<file path="src/rtl/tcf_pkg.sv">
package tcf_pkg;

  // Panel geometry in raw controller units.
  localparam int unsigned PANEL_LONG  = 640;
  localparam int unsigned PANEL_SHORT = 172;

  // Field widths.
  localparam int unsigned RAW_W   = 12;
  localparam int unsigned PX_W    = 8;
  localparam int unsigned PY_W    = 10;
  localparam int unsigned TIME_W  = 48;
  localparam int unsigned COUNT_W = 8;
  localparam int unsigned GAP_W   = 20;
  localparam int unsigned LIM_W   = 10;
  localparam int unsigned IDX_W   = 3;
  localparam int unsigned DATA_W  = 20;

  // Motion allowance grows with the time since the last accepted point.
  localparam int unsigned US_PER_MS   = 1000;
  localparam int unsigned MS_CAP      = 200;
  localparam int unsigned MS_FREE     = 10;
  localparam int unsigned ALLOW_SLOPE = 2;
  localparam int unsigned ALLOW_W     = 9;

  // Millisecond conversion: the gap is only converted while it lies below the cap,
  // so it fits in MS_IN_W bits. The low three bits are dropped (1000 = 8 * 125) and
  // the rest is multiplied by a rounded-up reciprocal of 125.
  localparam int unsigned MS_IN_W    = 18;
  localparam int unsigned MS_PRE_SH  = 3;
  localparam int unsigned MS_DIV     = US_PER_MS >> MS_PRE_SH;
  localparam int unsigned MS_SHIFT   = 24;
  localparam int unsigned MS_RECIP   = ((1 << MS_SHIFT) + MS_DIV - 1) / MS_DIV;
  localparam int unsigned MS_RECIP_W = 18;
  localparam int unsigned MS_NUM_W   = MS_IN_W - MS_PRE_SH;
  localparam int unsigned MS_PROD_W  = MS_NUM_W + MS_RECIP_W;

  // Contact event codes as reported by the controller.
  typedef enum logic [1:0] {
    EV_DOWN    = 2'd0,
    EV_UP      = 2'd1,
    EV_CONTACT = 2'd2,
    EV_NONE    = 2'd3
  } event_t;

  // Configuration register indexes.
  typedef enum logic [IDX_W-1:0] {
    REG_RELEASE_GAP    = 3'd0,
    REG_CONFIRM_WINDOW = 3'd1,
    REG_JUMP_X         = 3'd2,
    REG_JUMP_Y         = 3'd3,
    REG_CONFIRM_X      = 3'd4,
    REG_CONFIRM_Y      = 3'd5
  } reg_idx_t;

  // What the selected contact asks of the tracker.
  typedef enum logic [1:0] {
    SEL_MISS,
    SEL_CLEAR,
    SEL_TRACK
  } sel_kind_t;

  typedef struct packed {
    logic [GAP_W-1:0] release_gap_us;
    logic [GAP_W-1:0] confirm_window_us;
    logic [LIM_W-1:0] jump_limit_x;
    logic [LIM_W-1:0] jump_limit_y;
    logic [LIM_W-1:0] confirm_limit_x;
    logic [LIM_W-1:0] confirm_limit_y;
  } cfg_t;

  typedef struct packed {
    sel_kind_t       kind;
    logic [PX_W-1:0] x;
    logic [PY_W-1:0] y;
  } contact_t;

  typedef struct packed {
    logic            held;
    logic [PX_W-1:0] x;
    logic [PY_W-1:0] y;
  } last_pt_t;

  typedef struct packed {
    logic            is_pressed;
    logic [PX_W-1:0] x;
    logic [PY_W-1:0] y;
  } result_t;

  function automatic logic [PX_W-1:0] absdiff_x(input logic [PX_W-1:0] a,
                                                input logic [PX_W-1:0] b);
    return (a > b) ? a - b : b - a;
  endfunction

  function automatic logic [PY_W-1:0] absdiff_y(input logic [PY_W-1:0] a,
                                                input logic [PY_W-1:0] b);
    return (a > b) ? a - b : b - a;
  endfunction

endpackage

</file>
<file path="src/rtl/tcf_cfg_regs.sv">
module tcf_cfg_regs (
  input  logic                       clk,
  input  logic                       rst,
  input  logic                       cfg_valid,
  output logic                       cfg_ready,
  input  logic [tcf_pkg::IDX_W-1:0]  cfg_index,
  input  logic [tcf_pkg::DATA_W-1:0] cfg_data,
  output tcf_pkg::cfg_t              cfg
);
  import tcf_pkg::*;

  // Writes are always taken.
  assign cfg_ready = 1'b1;

  // Register file; writes to unknown indexes are dropped.
  always_ff @(posedge clk) begin
    if (rst) begin
      cfg.release_gap_us    <= GAP_W'(25000);
      cfg.confirm_window_us <= GAP_W'(40000);
      cfg.jump_limit_x      <= LIM_W'(48);
      cfg.jump_limit_y      <= LIM_W'(96);
      cfg.confirm_limit_x   <= LIM_W'(24);
      cfg.confirm_limit_y   <= LIM_W'(48);
    end else if (cfg_valid && cfg_ready) begin
      unique case (reg_idx_t'(cfg_index))
        REG_RELEASE_GAP:    cfg.release_gap_us    <= cfg_data;
        REG_CONFIRM_WINDOW: cfg.confirm_window_us <= cfg_data;
        REG_JUMP_X:         cfg.jump_limit_x      <= cfg_data[LIM_W-1:0];
        REG_JUMP_Y:         cfg.jump_limit_y      <= cfg_data[LIM_W-1:0];
        REG_CONFIRM_X:      cfg.confirm_limit_x   <= cfg_data[LIM_W-1:0];
        REG_CONFIRM_Y:      cfg.confirm_limit_y   <= cfg_data[LIM_W-1:0];
        default: ;
      endcase
    end
  end

endmodule

</file>
<file path="src/rtl/tcf_point_sel.sv">
module tcf_point_sel (
  input  logic                        read_ok,
  input  logic [tcf_pkg::COUNT_W-1:0] contact_count,
  input  logic [tcf_pkg::RAW_W-1:0]   first_raw_x,
  input  logic [tcf_pkg::RAW_W-1:0]   first_raw_y,
  input  logic [1:0]                  first_event,
  input  logic [tcf_pkg::RAW_W-1:0]   second_raw_x,
  input  logic [tcf_pkg::RAW_W-1:0]   second_raw_y,
  input  logic [1:0]                  second_event,
  input  tcf_pkg::last_pt_t           last_pt,
  output tcf_pkg::contact_t           contact
);
  import tcf_pkg::*;

  localparam logic [PY_W-1:0] Y_MAX = PY_W'(PANEL_LONG - 1);
  localparam int unsigned     DIST_W = PY_W + 1;

  logic            a_val, b_val, take_b, k_val;
  logic [PX_W-1:0] ax, bx, kx;
  logic [PY_W-1:0] ay, by, ky;
  event_t          k_ev;
  logic [DIST_W-1:0] dist_a, dist_b;

  // Rotate both records into screen space and check them against the panel.
  assign a_val = (first_raw_x < RAW_W'(PANEL_LONG)) && (first_raw_y < RAW_W'(PANEL_SHORT));
  assign b_val = (second_raw_x < RAW_W'(PANEL_LONG)) && (second_raw_y < RAW_W'(PANEL_SHORT));
  assign ax = first_raw_y[PX_W-1:0];
  assign ay = Y_MAX - first_raw_x[PY_W-1:0];
  assign bx = second_raw_y[PX_W-1:0];
  assign by = Y_MAX - second_raw_x[PY_W-1:0];

  // Manhattan distance of each record to the last point.
  assign dist_a = DIST_W'(absdiff_x(ax, last_pt.x)) + DIST_W'(absdiff_y(ay, last_pt.y));
  assign dist_b = DIST_W'(absdiff_x(bx, last_pt.x)) + DIST_W'(absdiff_y(by, last_pt.y));

  // With two contacts, fall back to the second one when the first is off panel,
  // and otherwise keep the nearer one while a press is held.
  always_comb begin
    take_b = 1'b0;
    if (contact_count == COUNT_W'(2)) begin
      if (!a_val) begin
        take_b = 1'b1;
      end else if (b_val && last_pt.held) begin
        take_b = dist_b < dist_a;
      end
    end
  end

  assign kx    = take_b ? bx : ax;
  assign ky    = take_b ? by : ay;
  assign k_val = take_b ? b_val : a_val;
  assign k_ev  = event_t'(take_b ? second_event : first_event);

  // Classify the transaction for the tracker.
  always_comb begin
    contact.x = kx;
    contact.y = ky;
    priority if (!read_ok) begin
      contact.kind = SEL_MISS;
    end else if (contact_count == '0) begin
      contact.kind = SEL_CLEAR;
    end else if (contact_count > COUNT_W'(2)) begin
      contact.kind = SEL_MISS;
    end else if (!k_val || k_ev == EV_NONE) begin
      contact.kind = SEL_MISS;
    end else if (k_ev == EV_UP) begin
      contact.kind = SEL_CLEAR;
    end else begin
      contact.kind = SEL_TRACK;
    end
  end

endmodule

</file>
<file path="src/rtl/tcf_track.sv">
module tcf_track (
  input  logic                       clk,
  input  logic                       rst,
  input  logic                       fire,
  input  tcf_pkg::contact_t          contact,
  input  logic [tcf_pkg::TIME_W-1:0] time_us,
  input  tcf_pkg::cfg_t              cfg,
  output tcf_pkg::last_pt_t          last_pt,
  output tcf_pkg::result_t           result
);
  import tcf_pkg::*;

  localparam int unsigned SGAP_W = TIME_W + 1;
  localparam int unsigned LIMA_W = LIM_W + 1;
  localparam logic [SGAP_W-1:0] GAP_FREE = SGAP_W'((MS_FREE + 1) * US_PER_MS);
  localparam logic [SGAP_W-1:0] GAP_CAP  = SGAP_W'((MS_CAP + 1) * US_PER_MS);
  localparam logic [ALLOW_W-1:0] ALLOW_MAX = ALLOW_W'((MS_CAP - MS_FREE) * ALLOW_SLOPE);

  // Tracker state.
  logic [PX_W-1:0]   last_x, pending_x;
  logic [PY_W-1:0]   last_y, pending_y;
  logic [TIME_W-1:0] last_valid_time, pending_time;
  logic              contact_held, pending_flag;

  logic [PX_W-1:0]   last_x_next, pending_x_next;
  logic [PY_W-1:0]   last_y_next, pending_y_next;
  logic [TIME_W-1:0] last_valid_time_next, pending_time_next;
  logic              contact_held_next, pending_flag_next;

  logic signed [SGAP_W-1:0] gap_last, gap_pend;
  logic                     hold;
  logic [MS_PROD_W-1:0]     ms_prod;
  logic [PX_W-1:0]          ms;
  logic [ALLOW_W-1:0]       allow;
  logic [LIMA_W-1:0]        lim_x, lim_y;
  logic                     jump, confirmed;

  assign last_pt.held = contact_held;
  assign last_pt.x    = last_x;
  assign last_pt.y    = last_y;

  // Signed time differences against the last point and the pending point.
  assign gap_last = $signed({1'b0, time_us}) - $signed({1'b0, last_valid_time});
  assign gap_pend = $signed({1'b0, time_us}) - $signed({1'b0, pending_time});

  // The press survives a missing sample while the gap stays within the release gap.
  assign hold = contact_held &&
                (gap_last <= $signed({{(SGAP_W-GAP_W){1'b0}}, cfg.release_gap_us}));

  // Elapsed milliseconds by reciprocal multiply; only used between the two bounds.
  assign ms_prod = MS_PROD_W'(gap_last[MS_IN_W-1:MS_PRE_SH]) *
                   MS_PROD_W'(MS_RECIP_W'(MS_RECIP));
  assign ms      = ms_prod[MS_SHIFT +: PX_W];

  // Extra motion allowance for a slow sample.
  always_comb begin
    priority if (gap_last < $signed(GAP_FREE)) begin
      allow = '0;
    end else if (gap_last >= $signed(GAP_CAP)) begin
      allow = ALLOW_MAX;
    end else begin
      allow = ALLOW_W'(ms - PX_W'(MS_FREE)) * ALLOW_W'(ALLOW_SLOPE);
    end
  end

  assign lim_x = LIMA_W'(cfg.jump_limit_x) + LIMA_W'(allow);
  assign lim_y = LIMA_W'(cfg.jump_limit_y) + LIMA_W'(allow);

  // A first contact or a large jump needs a confirming sample.
  assign jump = !contact_held ||
                (LIMA_W'(absdiff_x(contact.x, last_x)) > lim_x) ||
                (LIMA_W'(absdiff_y(contact.y, last_y)) > lim_y);

  assign confirmed = pending_flag &&
      (gap_pend <= $signed({{(SGAP_W-GAP_W){1'b0}}, cfg.confirm_window_us})) &&
      (LIM_W'(absdiff_x(contact.x, pending_x)) <= cfg.confirm_limit_x) &&
      (absdiff_y(contact.y, pending_y) <= cfg.confirm_limit_y);

  // Next state and result for the current transaction.
  always_comb begin
    last_x_next          = last_x;
    last_y_next          = last_y;
    last_valid_time_next = last_valid_time;
    contact_held_next    = hold;
    pending_flag_next    = pending_flag;
    pending_x_next       = pending_x;
    pending_y_next       = pending_y;
    pending_time_next    = pending_time;
    result.is_pressed    = hold;
    result.x             = last_x;
    result.y             = last_y;
    unique case (contact.kind)
      SEL_CLEAR: begin
        pending_flag_next = 1'b0;
      end
      SEL_TRACK: begin
        if (jump && !confirmed) begin
          // Park the point until a nearby sample confirms it.
          pending_flag_next = 1'b1;
          pending_x_next    = contact.x;
          pending_y_next    = contact.y;
          pending_time_next = time_us;
        end else begin
          pending_flag_next    = 1'b0;
          last_x_next          = contact.x;
          last_y_next          = contact.y;
          last_valid_time_next = time_us;
          contact_held_next    = 1'b1;
          result.is_pressed    = 1'b1;
          result.x             = contact.x;
          result.y             = contact.y;
        end
      end
      default: ;
    endcase
  end

  always_ff @(posedge clk) begin
    if (rst) begin
      last_x          <= '0;
      last_y          <= '0;
      last_valid_time <= '0;
      contact_held    <= 1'b0;
      pending_flag    <= 1'b0;
      pending_x       <= '0;
      pending_y       <= '0;
      pending_time    <= '0;
    end else if (fire) begin
      last_x          <= last_x_next;
      last_y          <= last_y_next;
      last_valid_time <= last_valid_time_next;
      contact_held    <= contact_held_next;
      pending_flag    <= pending_flag_next;
      pending_x       <= pending_x_next;
      pending_y       <= pending_y_next;
      pending_time    <= pending_time_next;
    end
  end

endmodule

</file>
<file path="src/rtl/touch_contact_filter.sv">
// Channel   Handshake                Payload
// in        in_valid / in_stall      read_ok, contact_count, first_*, second_*, time_us
// out       out_valid / out_stall    is_pressed, point_x, point_y
// cfg       cfg_valid / cfg_ready    cfg_index, cfg_data
//
// One result per poll transaction, one transaction per cycle when out is not stalled.
// A transaction passes an input register, then the filter logic into the result register.
// The filter state updates in the cycle a transaction moves into the result register.
// rst is synchronous: it empties both registers and restores state and register defaults.
// A stalled result holds; in_stall rises only while both registers are full.
module touch_contact_filter (
  input  logic                        clk,
  input  logic                        rst,
  input  logic                        in_valid,
  output logic                        in_stall,
  input  logic                        read_ok,
  input  logic [tcf_pkg::COUNT_W-1:0] contact_count,
  input  logic [tcf_pkg::RAW_W-1:0]   first_raw_x,
  input  logic [tcf_pkg::RAW_W-1:0]   first_raw_y,
  input  logic [1:0]                  first_event,
  input  logic [tcf_pkg::RAW_W-1:0]   second_raw_x,
  input  logic [tcf_pkg::RAW_W-1:0]   second_raw_y,
  input  logic [1:0]                  second_event,
  input  logic [tcf_pkg::TIME_W-1:0]  time_us,
  output logic                        out_valid,
  input  logic                        out_stall,
  output logic                        is_pressed,
  output logic [tcf_pkg::PX_W-1:0]    point_x,
  output logic [tcf_pkg::PY_W-1:0]    point_y,
  input  logic                        cfg_valid,
  output logic                        cfg_ready,
  input  logic [tcf_pkg::IDX_W-1:0]   cfg_index,
  input  logic [tcf_pkg::DATA_W-1:0]  cfg_data
);
  import tcf_pkg::*;

  // Input register.
  logic                s1_valid;
  logic                s1_read_ok;
  logic [COUNT_W-1:0]  s1_count;
  logic [RAW_W-1:0]    s1_ax, s1_ay, s1_bx, s1_by;
  logic [1:0]          s1_aev, s1_bev;
  logic [TIME_W-1:0]   s1_time;

  logic      fire, in_take;
  cfg_t      cfg;
  contact_t  contact;
  last_pt_t  last_pt;
  result_t   result;

  // The input register moves on whenever the result register is free or draining.
  assign fire     = s1_valid && (!out_valid || !out_stall);
  assign in_stall = s1_valid && !fire;
  assign in_take  = in_valid && !in_stall;

  always_ff @(posedge clk) begin
    if (rst) begin
      s1_valid <= 1'b0;
    end else begin
      s1_valid <= in_take || (s1_valid && !fire);
    end
  end

  always_ff @(posedge clk) begin
    if (in_take) begin
      s1_read_ok <= read_ok;
      s1_count   <= contact_count;
      s1_ax      <= first_raw_x;
      s1_ay      <= first_raw_y;
      s1_aev     <= first_event;
      s1_bx      <= second_raw_x;
      s1_by      <= second_raw_y;
      s1_bev     <= second_event;
      s1_time    <= time_us;
    end
  end

  tcf_cfg_regs u_cfg (
    .clk       (clk),
    .rst       (rst),
    .cfg_valid (cfg_valid),
    .cfg_ready (cfg_ready),
    .cfg_index (cfg_index),
    .cfg_data  (cfg_data),
    .cfg       (cfg)
  );

  tcf_point_sel u_sel (
    .read_ok       (s1_read_ok),
    .contact_count (s1_count),
    .first_raw_x   (s1_ax),
    .first_raw_y   (s1_ay),
    .first_event   (s1_aev),
    .second_raw_x  (s1_bx),
    .second_raw_y  (s1_by),
    .second_event  (s1_bev),
    .last_pt       (last_pt),
    .contact       (contact)
  );

  tcf_track u_track (
    .clk     (clk),
    .rst     (rst),
    .fire    (fire),
    .contact (contact),
    .time_us (s1_time),
    .cfg     (cfg),
    .last_pt (last_pt),
    .result  (result)
  );

  // Result register.
  always_ff @(posedge clk) begin
    if (rst) begin
      out_valid <= 1'b0;
    end else begin
      out_valid <= fire || (out_valid && out_stall);
    end
  end

  always_ff @(posedge clk) begin
    if (fire) begin
      is_pressed <= result.is_pressed;
      point_x    <= result.x;
      point_y    <= result.y;
    end
  end

endmodule
</file>
<file path="config.mk">
export PLATFORM = sky130hd
export DESIGN_NAME = touch_contact_filter
export DESIGN_NICKNAME = d
export VERILOG_FILES = /design/src/rtl/tcf_pkg.sv /design/src/rtl/tcf_cfg_regs.sv /design/src/rtl/tcf_point_sel.sv /design/src/rtl/tcf_track.sv /design/src/rtl/touch_contact_filter.sv
export SDC_FILE = /design/constraint.sdc
export NUM_CORES = 1
export LEC_CHECK = 0
export ABC_AREA = 1
export BUFFER_PORTS_ARGS = -buffer_cell sky130_fd_sc_hd__buf_2
export CORE_MARGIN = 5
export CORE_UTILIZATION = 40
export CTS_CLUSTER_SIZE = 28
export DETAILED_ROUTE_END_ITERATION = 12
export GPL_TIMING_DRIVEN = 0
export PLACE_DENSITY = 0.56
export SLEW_MARGIN = 20
export SYNTH_ARGS = -nofsm -noshare
export SYNTH_HDL_FRONTEND = slang
export SYNTH_SLANG_ARGS = --single-unit
</file>
<file path="constraint.sdc">
create_clock -name clk -period 12.59 [get_ports clk]
set_input_delay 1.259 -clock clk [delete_from_list [all_inputs] [get_ports clk]]
set_output_delay 1.259 -clock clk [all_outputs]
set_load 0.01 [all_outputs]
</file>
Word-level counts from Yosys, hierarchy flattened
Index checks and enable logic that the tools add are counted.

Bits in registers: 344. Bits of input ports: 137. Output and inout port bits: 22. Logic and storage cells: 152.

Add/sub/neg operators: 25. $mul: 1. $lt $le $gt $ge: 22. Eq/ne operators: 10. Muxes and demuxes: 28. Bitwise operators: 1. Reductions and logical operators: 37.

Operators by type and width (count): $le A49 B21 Y1 (2); $sub A48 B48 Y49 (2); $sub A10 B10 Y10 (8); $sub A8 B8 Y8 (8); $mux W10 (5); $ge A49 B19 Y1 const B (1); $lt A49 B15 Y1 const B (1); $gt A10 B10 Y1 (4); $mux W8 (5); $mux W19 (2); $gt A8 B8 Y1 (4); $mul A15 B17 Y31 const B (1); $lt A12 B10 Y1 const B (2); $lt A12 B8 Y1 const B (2); $add A10 B9 Y11 (2); $add A8 B10 Y11 (2); $sub A10 B10 Y10 const A (2); $mux W9 (2); $reduce_and A2 Y1 (7); $logic_and A1 B1 Y1 (12); $mux W2 (6); $gt A10 B11 Y1 (1); $gt A8 B11 Y1 (1); $lt A11 B11 Y1 (1); other kinds (19) (41).

Logic depth before layout (Yosys ltp)
Gate-level depths: netlist of the first run.

Word-level depth: 18. Depth in mapped cells: 68. Gate-level depth less buffers: 64.

By module
A second synthesis of the first run with hierarchy kept.

Cells, all modules: 5294. Area total of the unflattened synthesis: 35067.4 um^2.

By module, submodules not included: tcf_track (times used 1, cells an instance 3965, area each 23446.2 um^2, sequential area each 2682.6 um^2); tcf_point_sel (times used 1, cells an instance 735, area each 4536.9 um^2, sequential area each 0.0 um^2); touch_contact_filter (times used 1, cells an instance 140, area each 3935.0 um^2, sequential area each 3883.7 um^2); tcf_cfg_regs (times used 1, cells an instance 454, area each 3149.3 um^2, sequential area each 1601.5 um^2).

Worst setup path before layout of the first run
OpenSTA, ideal clock, no wires.

Path type: flip-flop to flip-flop. Start: reg s1_bx[7]. End: reg point_x[1] in the netlist's numbering (data pin). Library setup time: 0.291 ns. Arrival: 8.964 ns. Path slack: 3.336 ns. Cell stages (with the launch flop): 54. Path through: edfxtp_1 -> inv_1 -> ha_1 -> xnor2_1 -> inv_1 -> ha_1 -> nand2_1 -> or4_1 -> nand2_1 -> mux2i_1 -> xor2_1 -> inv_1 -> ha_1 -> a21oi_1 -> nand2_1 -> a21oi_1 -> inv_1 -> a21oi_1 -> (+18 left out) -> nand2_1 -> a21oi_1 -> o21bai_1 -> nand2_1 -> mux2i_1 -> o311ai_0 -> xor2_1 -> inv_1 -> ha_1 -> nand2_1 -> o311a_1 -> o2111ai_1 -> nand3_1 -> nand2_4 -> nand2_2 -> clkbuf_1 -> nand2_1 -> o21ai_0.

RTL lines: from (decl) (line touch_contact_filter.sv:41) `logic [RAW_W-1:0] s1_ax, s1_ay, s1_bx, s1_by;`; from (signal assigned) (line touch_contact_filter.sv:71) `s1_bx <= second_raw_x;`; to (signal assigned) (line touch_contact_filter.sv:124) `point_x <= result.x;`; to (decl) (line touch_contact_filter.sv:28) `output logic [tcf_pkg::PX_W-1:0] point_x,`.

Worst setup path after layout of the first run
Start: reg s1_time[1]. End: reg u_track.pending_y[9].

Word-level cells in the longest chain between the ends: 11. Elaborated cells on any way between the ends: 21. Classes of those cells: 5 x add/sub; 1 x mul; 5 x order compare; 2 x mux; 8 x reduce/logical.

Ends and longest elaborated chain: from (decl) (line touch_contact_filter.sv:43) `logic [TIME_W-1:0] s1_time;`; from (signal assigned) (line touch_contact_filter.sv:74) `s1_time <= time_us;`; $sub A48 B48 Y49 (line tcf_track.sv:43) `assign gap_last = $signed({1'b0, time_us}) - $signed({1'b0, last_valid_time});`; $mul A15 B17 Y31 (line tcf_track.sv:51) `assign ms_prod = MS_PROD_W'(gap_last[MS_IN_W-1:MS_PRE_SH]) *`; $sub A8 B4 Y8 (line tcf_track.sv:62) `allow = ALLOW_W'(ms - PX_W'(MS_FREE)) * ALLOW_W'(ALLOW_SLOPE);`; $mux W9 (line tcf_track.sv:59) `end else if (gap_last >= $signed(GAP_CAP)) begin`; $mux W9 (line tcf_track.sv:57) `priority if (gap_last < $signed(GAP_FREE)) begin`; $add A10 B9 Y11 (line tcf_track.sv:66) `assign lim_x = LIMA_W'(cfg.jump_limit_x) + LIMA_W'(allow);`; $gt A8 B11 Y1 (line tcf_track.sv:71) `(LIMA_W'(absdiff_x(contact.x, last_x)) > lim_x) ||`; $logic_or A1 B1 Y1 (line tcf_track.sv:70) `assign jump = !contact_held ||`; $logic_or A1 B1 Y1 (line tcf_track.sv:71); $logic_and A1 B1 Y1 (*) (line tcf_track.sv:97) `if (jump && !confirmed) begin`; $reduce_and A3 Y1 (no line) (*); to (signal assigned) (line tcf_track.sv:135) `pending_y <= pending_y_next;`; to (decl) (line tcf_track.sv:21) `logic [PY_W-1:0] last_y, pending_y;`.

Every way passes the cells marked *; elsewhere a longest branch is shown, timed or not. A chain may end at the register's enable or synchronous reset.

==> results of run 1 <==
==> metrics by stage <==
step | total power, W | setup WS (ns) | utilization, % | std cells
finish | 0.004965 | 0.9688 | 44.60 | 6461
global placement | 0.003787 | 0.2548 | 42.90 | 6381
global route | 0.005450 | 0.08121 | 44.60 | 6461
floorplan | 0.003103 | 3.336 | - | 5080
detailed placement | 0.003797 | 0.8123 | 43.04 | 6385
CTS | 0.005014 | 0.7850 | 44.59 | 6461
==> per-layer routing <==
layer,global-route usage (%),wire length (µm),up-vias
met5,0,0,-
met4,6.334,3218,0
met1,34.43,53650,14915
li1,-,-,16642
met2,39.80,50820,843
met3,2.826,6972,140
==> state kept, by name, summed over array words and instances, names as in the netlist, 12 cells and up <==
signal and count:
s1_ax 12, s1_ay 12, s1_bx 12, s1_by 12, s1_time 48, u_cfg.cfg 80, u_track.last_valid_time 48, u_track.pending_time 48
==> area by class of cell <==
| type | instances | share of cell area (%) |
|---|---|---|
| flip-flops and latches | 344 | 21.54 |
| well taps | 1144 | 3.775 |
| multi-input cells | 3647 | 57.92 |
| plain buffers | 90 | 1.132 |
| clock inverters | 22 | 0.5312 |
| repair buffers | 161 | 2.244 |
| inverters | 999 | 9.912 |
| clock buffers | 54 | 2.943 |
==> where the power goes <==
part           internal (W)  switching [W]
Combinational      0.000928        0.00163
Clock              0.000655       0.000528
Sequential          0.00119      0.0000386
==> worst paths after layout <==
kind,cells after the start,to
hold / removal,2,u_cfg.cfg[47]$_SDFFE_PP0P_
setup / recovery,53,u_track.pending_y[9]$_SDFFE_PP0P_
hold reg to reg,2,u_cfg.cfg[47]$_SDFFE_PP0P_
setup reg to reg,53,u_track.pending_y[9]$_SDFFE_PP0P_
==> Yosys cell counts, drive strengths merged (6+ instances only) <==
cell type,n
nand2,1268
inv,994
nor2,553
ha,496
a21oi,320
o21ai,263
dfxtp,216
nand3,153
edfxtp,128
nand4,128
xor2,94
fa,57
buf,47
clkbuf,43
nor3,42
xnor2,41
nand3b,24
o211ai,24
o21a,24
o21bai,23
a21o,21
mux2i,19
nor4,16
a31oi,10
a211oi,9
o221ai,8
a221oi,7
a21boi,6
==> cell families after synthesis <==
logic type,Yosys count,share of synthesized area [%]
other,1,0.01095
DFF,344,23.85
buffers and inverters,1089,12.19
AOI/OAI and AO/OA,737,11.98
muxes,19,0.5553
adders and majority gates,553,21.45
and+or+nand+nor,2202,26.49
xor gates and xnor gates,135,3.474
==> tightest hold or removal path, stage by stage (launching register included) <==
cell     delay, ns
dfxtp_1       0.29
inv_1         0.06
a21oi_1       0.06
==> repair_timing <==
| item | CTS | global route |
|---|---|---|
| setup buffers | 0 | 0 |
| endpoints found under the setup margin | 0 | 41 |
| resized for setup | 0 | 7 |
==> summary.txt, run 1 <==
Status
  • Status: finished, final reports clean

Critical path
  • Critical path launch point type: flop
  • Critical path class: reg -> reg
  • Worst endpoint data arrival time: 12.11 ns
  • Critical-path maximum fanout: 10
  • Crit path max-delay family: adder cells
  • CP Data Required Time: 13.07 ns
  • Critical Path Start: s1_time[1]$_DFFE_PP_
  • Crit-path max cell delay: between 0.6 and 0.7 ns
  • Critical Path End Type: flop
  • Flop2flop setup slack: 0.97 ns
  • Critical path buffer and inverter count: 12
  • Reg-to-Reg Start: s1_time[1]$_DFFE_PP_
  • Worst path most repeated cell: inv_1
  • Worst path slowest cell: edfxtp_1

Timing
  • Max frequency: 0.08605 GHz
  • Final hold vios: 0
  • Slew of the pin with the lowest slew margin: 1.239 ns
  • Max Slew Vio Count: 0
  • RSZ-0062 raised after global routing: false
  • Final worst path period need: 11.62 ns
  • Skew final: 0.02703 ns
  • Final Cycle Share: between 90% and 100%
  • Setup TNS Final: 0 ns
  • Slew headroom: between 10% and 20%
  • Final setup viols: 0
  • Hold WS: approximately 0.46 ns

Synthesis
  • EDFF count, synth: 128
  • Syn avg cell area: 6.742 µm²
  • Mapped cell area: 0.03425 mm²
  • Top FF cell, synth: dfxtp_1
  • Netlist cell types: 60
  • #FFs+latches synth: 344
  • Yosys Warn Count: 0
  • Top cell type by total area after synthesis: ha_1
  • Synth area leaders: ha_1, nand2_1, dfxtp_1, edfxtp_1, inv_1
  • Async set or reset register ratio after synthesis: 0%
  • Synth Instances: roughly 5,000
  • Area share of the largest cell type after synthesis: between 10% and 20%
  • Seq/Total Area, Yosys: 23.85%
  • Mapped Nets: 5,770

Power
  • Power per cell area: 130.9 mW/mm²
  • Leak: 19.42 nW
  • Maximum vdd drop: 129.1 µV

Clocking
  • CTS Buffer Depth: 3
  • Clk_lat worst skew: 0.61 ns
  • Clock sink count: 344
  • Cts bufs inserted: 42
  • # hold bufs at CTS: 0
  • Clk root buf: clkbuf_16
  • CTS tree: built
  • Reg clk slew, reported paths: 0.06 ns
  • H-tree Lvls: 2

Drt
  • DR DRC count: 0
  • Routed wire per std cell: roughly 18 µm
  • Drt total wl: 114.7 mm
  • DRT antenna net count: 0
  • Detailed-route via count: 32,540
  • Vias/cell: 5.036
  • First-pass iteration count of the detailed router: 5
  • Drt first-iter violations: 2,190

GRT
  • Grt ovf: 0
  • Vias in the first global route: 30,696
  • First-pass GRT wire length: 174.6 mm
  • GRT Total Usage: 24.39%
  • Largest net degree at the start of global routing: 76
  • Initial antenna violation count: 2

Layout
  • Layout Nets: 5,975
  • Diodes inserted: 0
  • Post-route cell area: 0.03792 mm²
  • Commonest non-fill, non-tap cell in the layout: nand2_1
  • Most frequent cells in the layout: nand2_1, inv_1, nor2_1, ha_1, a21oi_1
  • Number of fill cells: 9,047
  • Area growth syn-to-layout: 10.72%
  • Reg area: 0.008168 mm²
  • Area of the multi-input gates: 0.02196 mm²
  • Share of cells above drive strength 1: 5.511%

Floorplan
  • Initial Util: between 40% and 50%
  • DIE AREA: 0.09158 mm²
  • Rows: 107
  • Horiz. Die Dim: between 300 and 400 µm
  • Die height: 302.6 µm
  • # IOs: ~160
  • Core ar.: 0.08501 mm²

Run
  • Max_cap viols: 0

Placement
  • Dpl hpwl: 95.84 mm
  • Placed inst area: 0.03659 mm²
  • RD Place Congestion: 0.9695
  • Port Buffers: approximately 160

Worst hold path
  • Worst Hold Launch: u_cfg.cfg[47]$_SDFFE_PP0P_
  • Hold crit path type: reg -> reg
No activity file was read; power rests on OpenSTA's default activity.
==> run 2, diff against run 1 <==
--- a/config.mk
+++ b/config.mk
@@ -12,7 +12,7 @@
 export CTS_CLUSTER_SIZE = 28
 export DETAILED_ROUTE_END_ITERATION = 12
 export GPL_TIMING_DRIVEN = 0
-export PLACE_DENSITY = 0.56
+export PLACE_DENSITY = 0.52
 export SLEW_MARGIN = 20
 export SYNTH_ARGS = -nofsm -noshare
 export SYNTH_HDL_FRONTEND = slang
==> run 2 against run 1 <==
Effect of this change:
- hold slack barely moved
- core utilization rose by 0.21 points
- first-iteration DRC count rose by 5.7%
- combinational power rose by 2%
- clock skew fell by 0.0030 ns
- sequential share of layout area fell by 0.10 points
- flip-flop and latch count did not move
- via count fell by 0.53%
- count of clock-buffer cells in the layout did not move
- setup slack got worse by 0.081 ns
- critical path depth fell by 3
- cell count barely moved
- highest routed layer unchanged
==> summary.txt, run 2 (synthesized netlist as in run 1, its figures left out) <==
Floorplan
  • DIE AREA: 0.09158 mm² (unchanged)
  • Die height: 302.6 µm (unchanged)
  • Horiz. Die Dim: 302.6 µm (unchanged)
  • Initial Util: 40.29% (unchanged)
  • Core ar.: 0.08501 mm² (unchanged)
  • # IOs: 159 (unchanged)
  • Rows: 107 (unchanged)

Clocking
  • Post-CTS Resized: 0 (unchanged)
  • Clk root buf: clkbuf_16
  • CTS tree: built
  • H-tree Lvls: 2 (unchanged)
  • Clk_lat worst skew: 0.61 ns (about the same)
  • Post-CTS Setup Bufs: 0 (unchanged)
  • Clock sink count: 344 (unchanged)
  • # hold bufs at CTS: 0 (unchanged)
  • Reg clk slew, reported paths: 0.06 ns (about the same)
  • CTS Buffer Depth: 3 (unchanged)
  • Cts bufs inserted: 42 (unchanged)

Critical path
  • Critical path launch point type: flop
  • Critical-path maximum fanout: 10 (unchanged)
  • Worst path slowest cell: xor2_1
  • RR Endpoint: u_track.pending_time[36]$_SDFFE_PP0P_
  • CP Data Required Time: 13.08 ns (about the same)
  • Flop2flop setup slack: 0.89 ns (-0.08 ns)
  • Worst endpoint data arrival time: 12.19 ns (+0.08 ns)
  • Reg-to-Reg Start: s1_time[2]$_DFFE_PP_
  • Worst path most repeated cell: nand2_1
  • Reg2Reg Depth: 50 (-5.7%)
  • Critical Path End Type: flop
  • Critical path class: reg -> reg
  • Crit-path max cell delay: 0.79 ns (+0.10 ns)

Layout
  • Finished Core Util: 44.82% (+0.21 points)
  • Area growth syn-to-layout: 11.24%
  • Area of the multi-input gates: 0.02196 mm² (unchanged)
  • Reg area: 0.008168 mm² (unchanged)
  • Most frequent cells in the layout: nand2_1, inv_1, nor2_1, ha_1, a21oi_1
  • Largest Register: u_cfg.cfg
  • Number of fill cells: 9,110 (+0.70%)
  • Commonest non-fill, non-tap cell in the layout: nand2_1
  • Share of cells above drive strength 1: 5.732% (+0.22 points)
  • Max FFs per register: 80 (unchanged)
  • Layout Nets: 5,977 (+0.033%)

Placement
  • RD Place Congestion: 0.9729 (+0.35%)
  • Port Buffers: 157 (unchanged)
  • Worst slack, placed: 0.9738 ns (+0.1614 ns)
  • Dpl hpwl: 98.26 mm (+2.5%)

Worst hold path
  • Hold Path Depth: 2 (unchanged)
  • Hold crit path type: reg -> reg
  • Worst Hold Launch: u_cfg.cfg[17]$_SDFFE_PP0P_
  • WHS Endpoint: u_cfg.cfg[17]$_SDFFE_PP0P_

Timing
  • Final hold vios: 0 (unchanged)
  • Fin worst setup slack: 0.8877 ns (-0.08106 ns)
  • Max Slew Vio Count: 0 (unchanged)
  • RSZ-0062 raised after global routing: false
  • Slew of the pin with the lowest slew margin: 1.171 ns (-0.06759 ns)
  • Setup TNS Final: 0 ns (unchanged)
  • Max frequency: 0.08545 GHz (-0.69%)
  • Final Cycle Share: 92.95% (+0.64 points)
  • Final setup viols: 0 (unchanged)
  • Skew final: 0.02400 ns (-0.003037 ns)
  • Slew headroom: 21.92% (+5.4 points)
  • Final worst path period need: 11.70 ns (+0.08106 ns)

Drt
  • First-pass iteration count of the detailed router: 5 (unchanged)
  • Vias/cell: 5.006 (-0.60%)
  • Detailed-route via count: 32,369 (-0.53%)
  • Routed wire per std cell: 18.19 µm (+2.5%)
  • Drt total wl: 117.6 mm (+2.6%)
  • DR DRC count: 0 (unchanged)
  • DRT antenna net count: 0 (unchanged)
  • Drt first-iter violations: 2,315 (+5.7%)

Run
  • Max_cap viols: 0 (unchanged)

Power
  • Maximum vdd drop: 114.8 µV (-11%)
  • Power per cell area: 134.9 mW/mm² (+3.0%)
  • Tot Pwr: 0.005141 W (+3.5%)
  • Leak: 19.51 nW (+0.47%)

GRT
  • First-pass GRT wire length: 179.4 mm (+2.8%)
  • Largest net degree at the start of global routing: 76 (unchanged)
  • Initial antenna violation count: 4 (+2)
  • Grt ovf: 0 (unchanged)
  • GRT Total Usage: 25.21% (+0.83 points)
  • Vias in the first global route: 30,915 (+0.71%)

Status
  • Status: finished, final reports clean
==> run 2: final cells by class <==
type	instances	area share, %
antenna	1	0.006568
buffer	90	1.136
clock buffer	54	3.011
clock inverter	24	0.8276
inverter	999	9.865
multi-input combinational	3647	57.65
sequential	344	21.44
tap	1144	3.757
timing repair buffer	163	2.312
==> run 2: worst max path at each step <==
stage	start	to	slack [ns]	cells after the start
2_1_floorplan	s1_bx[7]$_DFFE_PP_	point_x[1]$_DFFE_PP_	3.34	53
3_3_place_gp	s1_time[1]$_DFFE_PP_	point_y[7]$_DFFE_PP_	0.41	52
3_5_place_dp	s1_bx[7]$_DFFE_PP_	point_y[7]$_DFFE_PP_	0.97	60
4_1_cts	s1_bx[7]$_DFFE_PP_	point_y[7]$_DFFE_PP_	0.90	60
5_1_grt	u_track.last_y[3]$_SDFFE_PP0P_	u_track.pending_x[2]$_SDFFE_PP0P_	0.01	60
6_report	s1_time[2]$_DFFE_PP_	u_track.pending_time[36]$_SDFFE_PP0P_	0.89	50
==> run 2: through the flow <==
step	hold slack [ns]	cells	area (µm²)
final	0.4623	6466	38100
after global routing	0.4832	6465	38100
after CTS	0.4631	6465	38090
after detailed placement	0.4508	6387	36620
after global placement	0.4489	6381	36470
after floorplan	0.4353	5080	34250
==> run 2: worst max-delay path: cells and delay by family, from the launching register on <==
kind	cells	cell delay, ns
buf+inv	9	1.42
compound gates	12	2.16
xor+xnor	4	1.60
fa+ha+maj	11	4.02
flops	1	0.57
simple gates	14	1.75
==> run 2: power by group <==
part           total [W]  internal [W]  switching [W]
clock            0.00131      0.000773       0.000536
combinational    0.00260      0.000934        0.00167
sequential       0.00123       0.00119      0.0000393
total            0.00514       0.00290        0.00224
==> run 2: metal layers <==
layer	up-vias	wire, µm	GRT usage, %
met5	-	0	0
met4	0	3335	6.586
met3	154	6639	2.884
met2	854	52040	41.07
met1	14711	55630	35.66
li1	16650	-	-
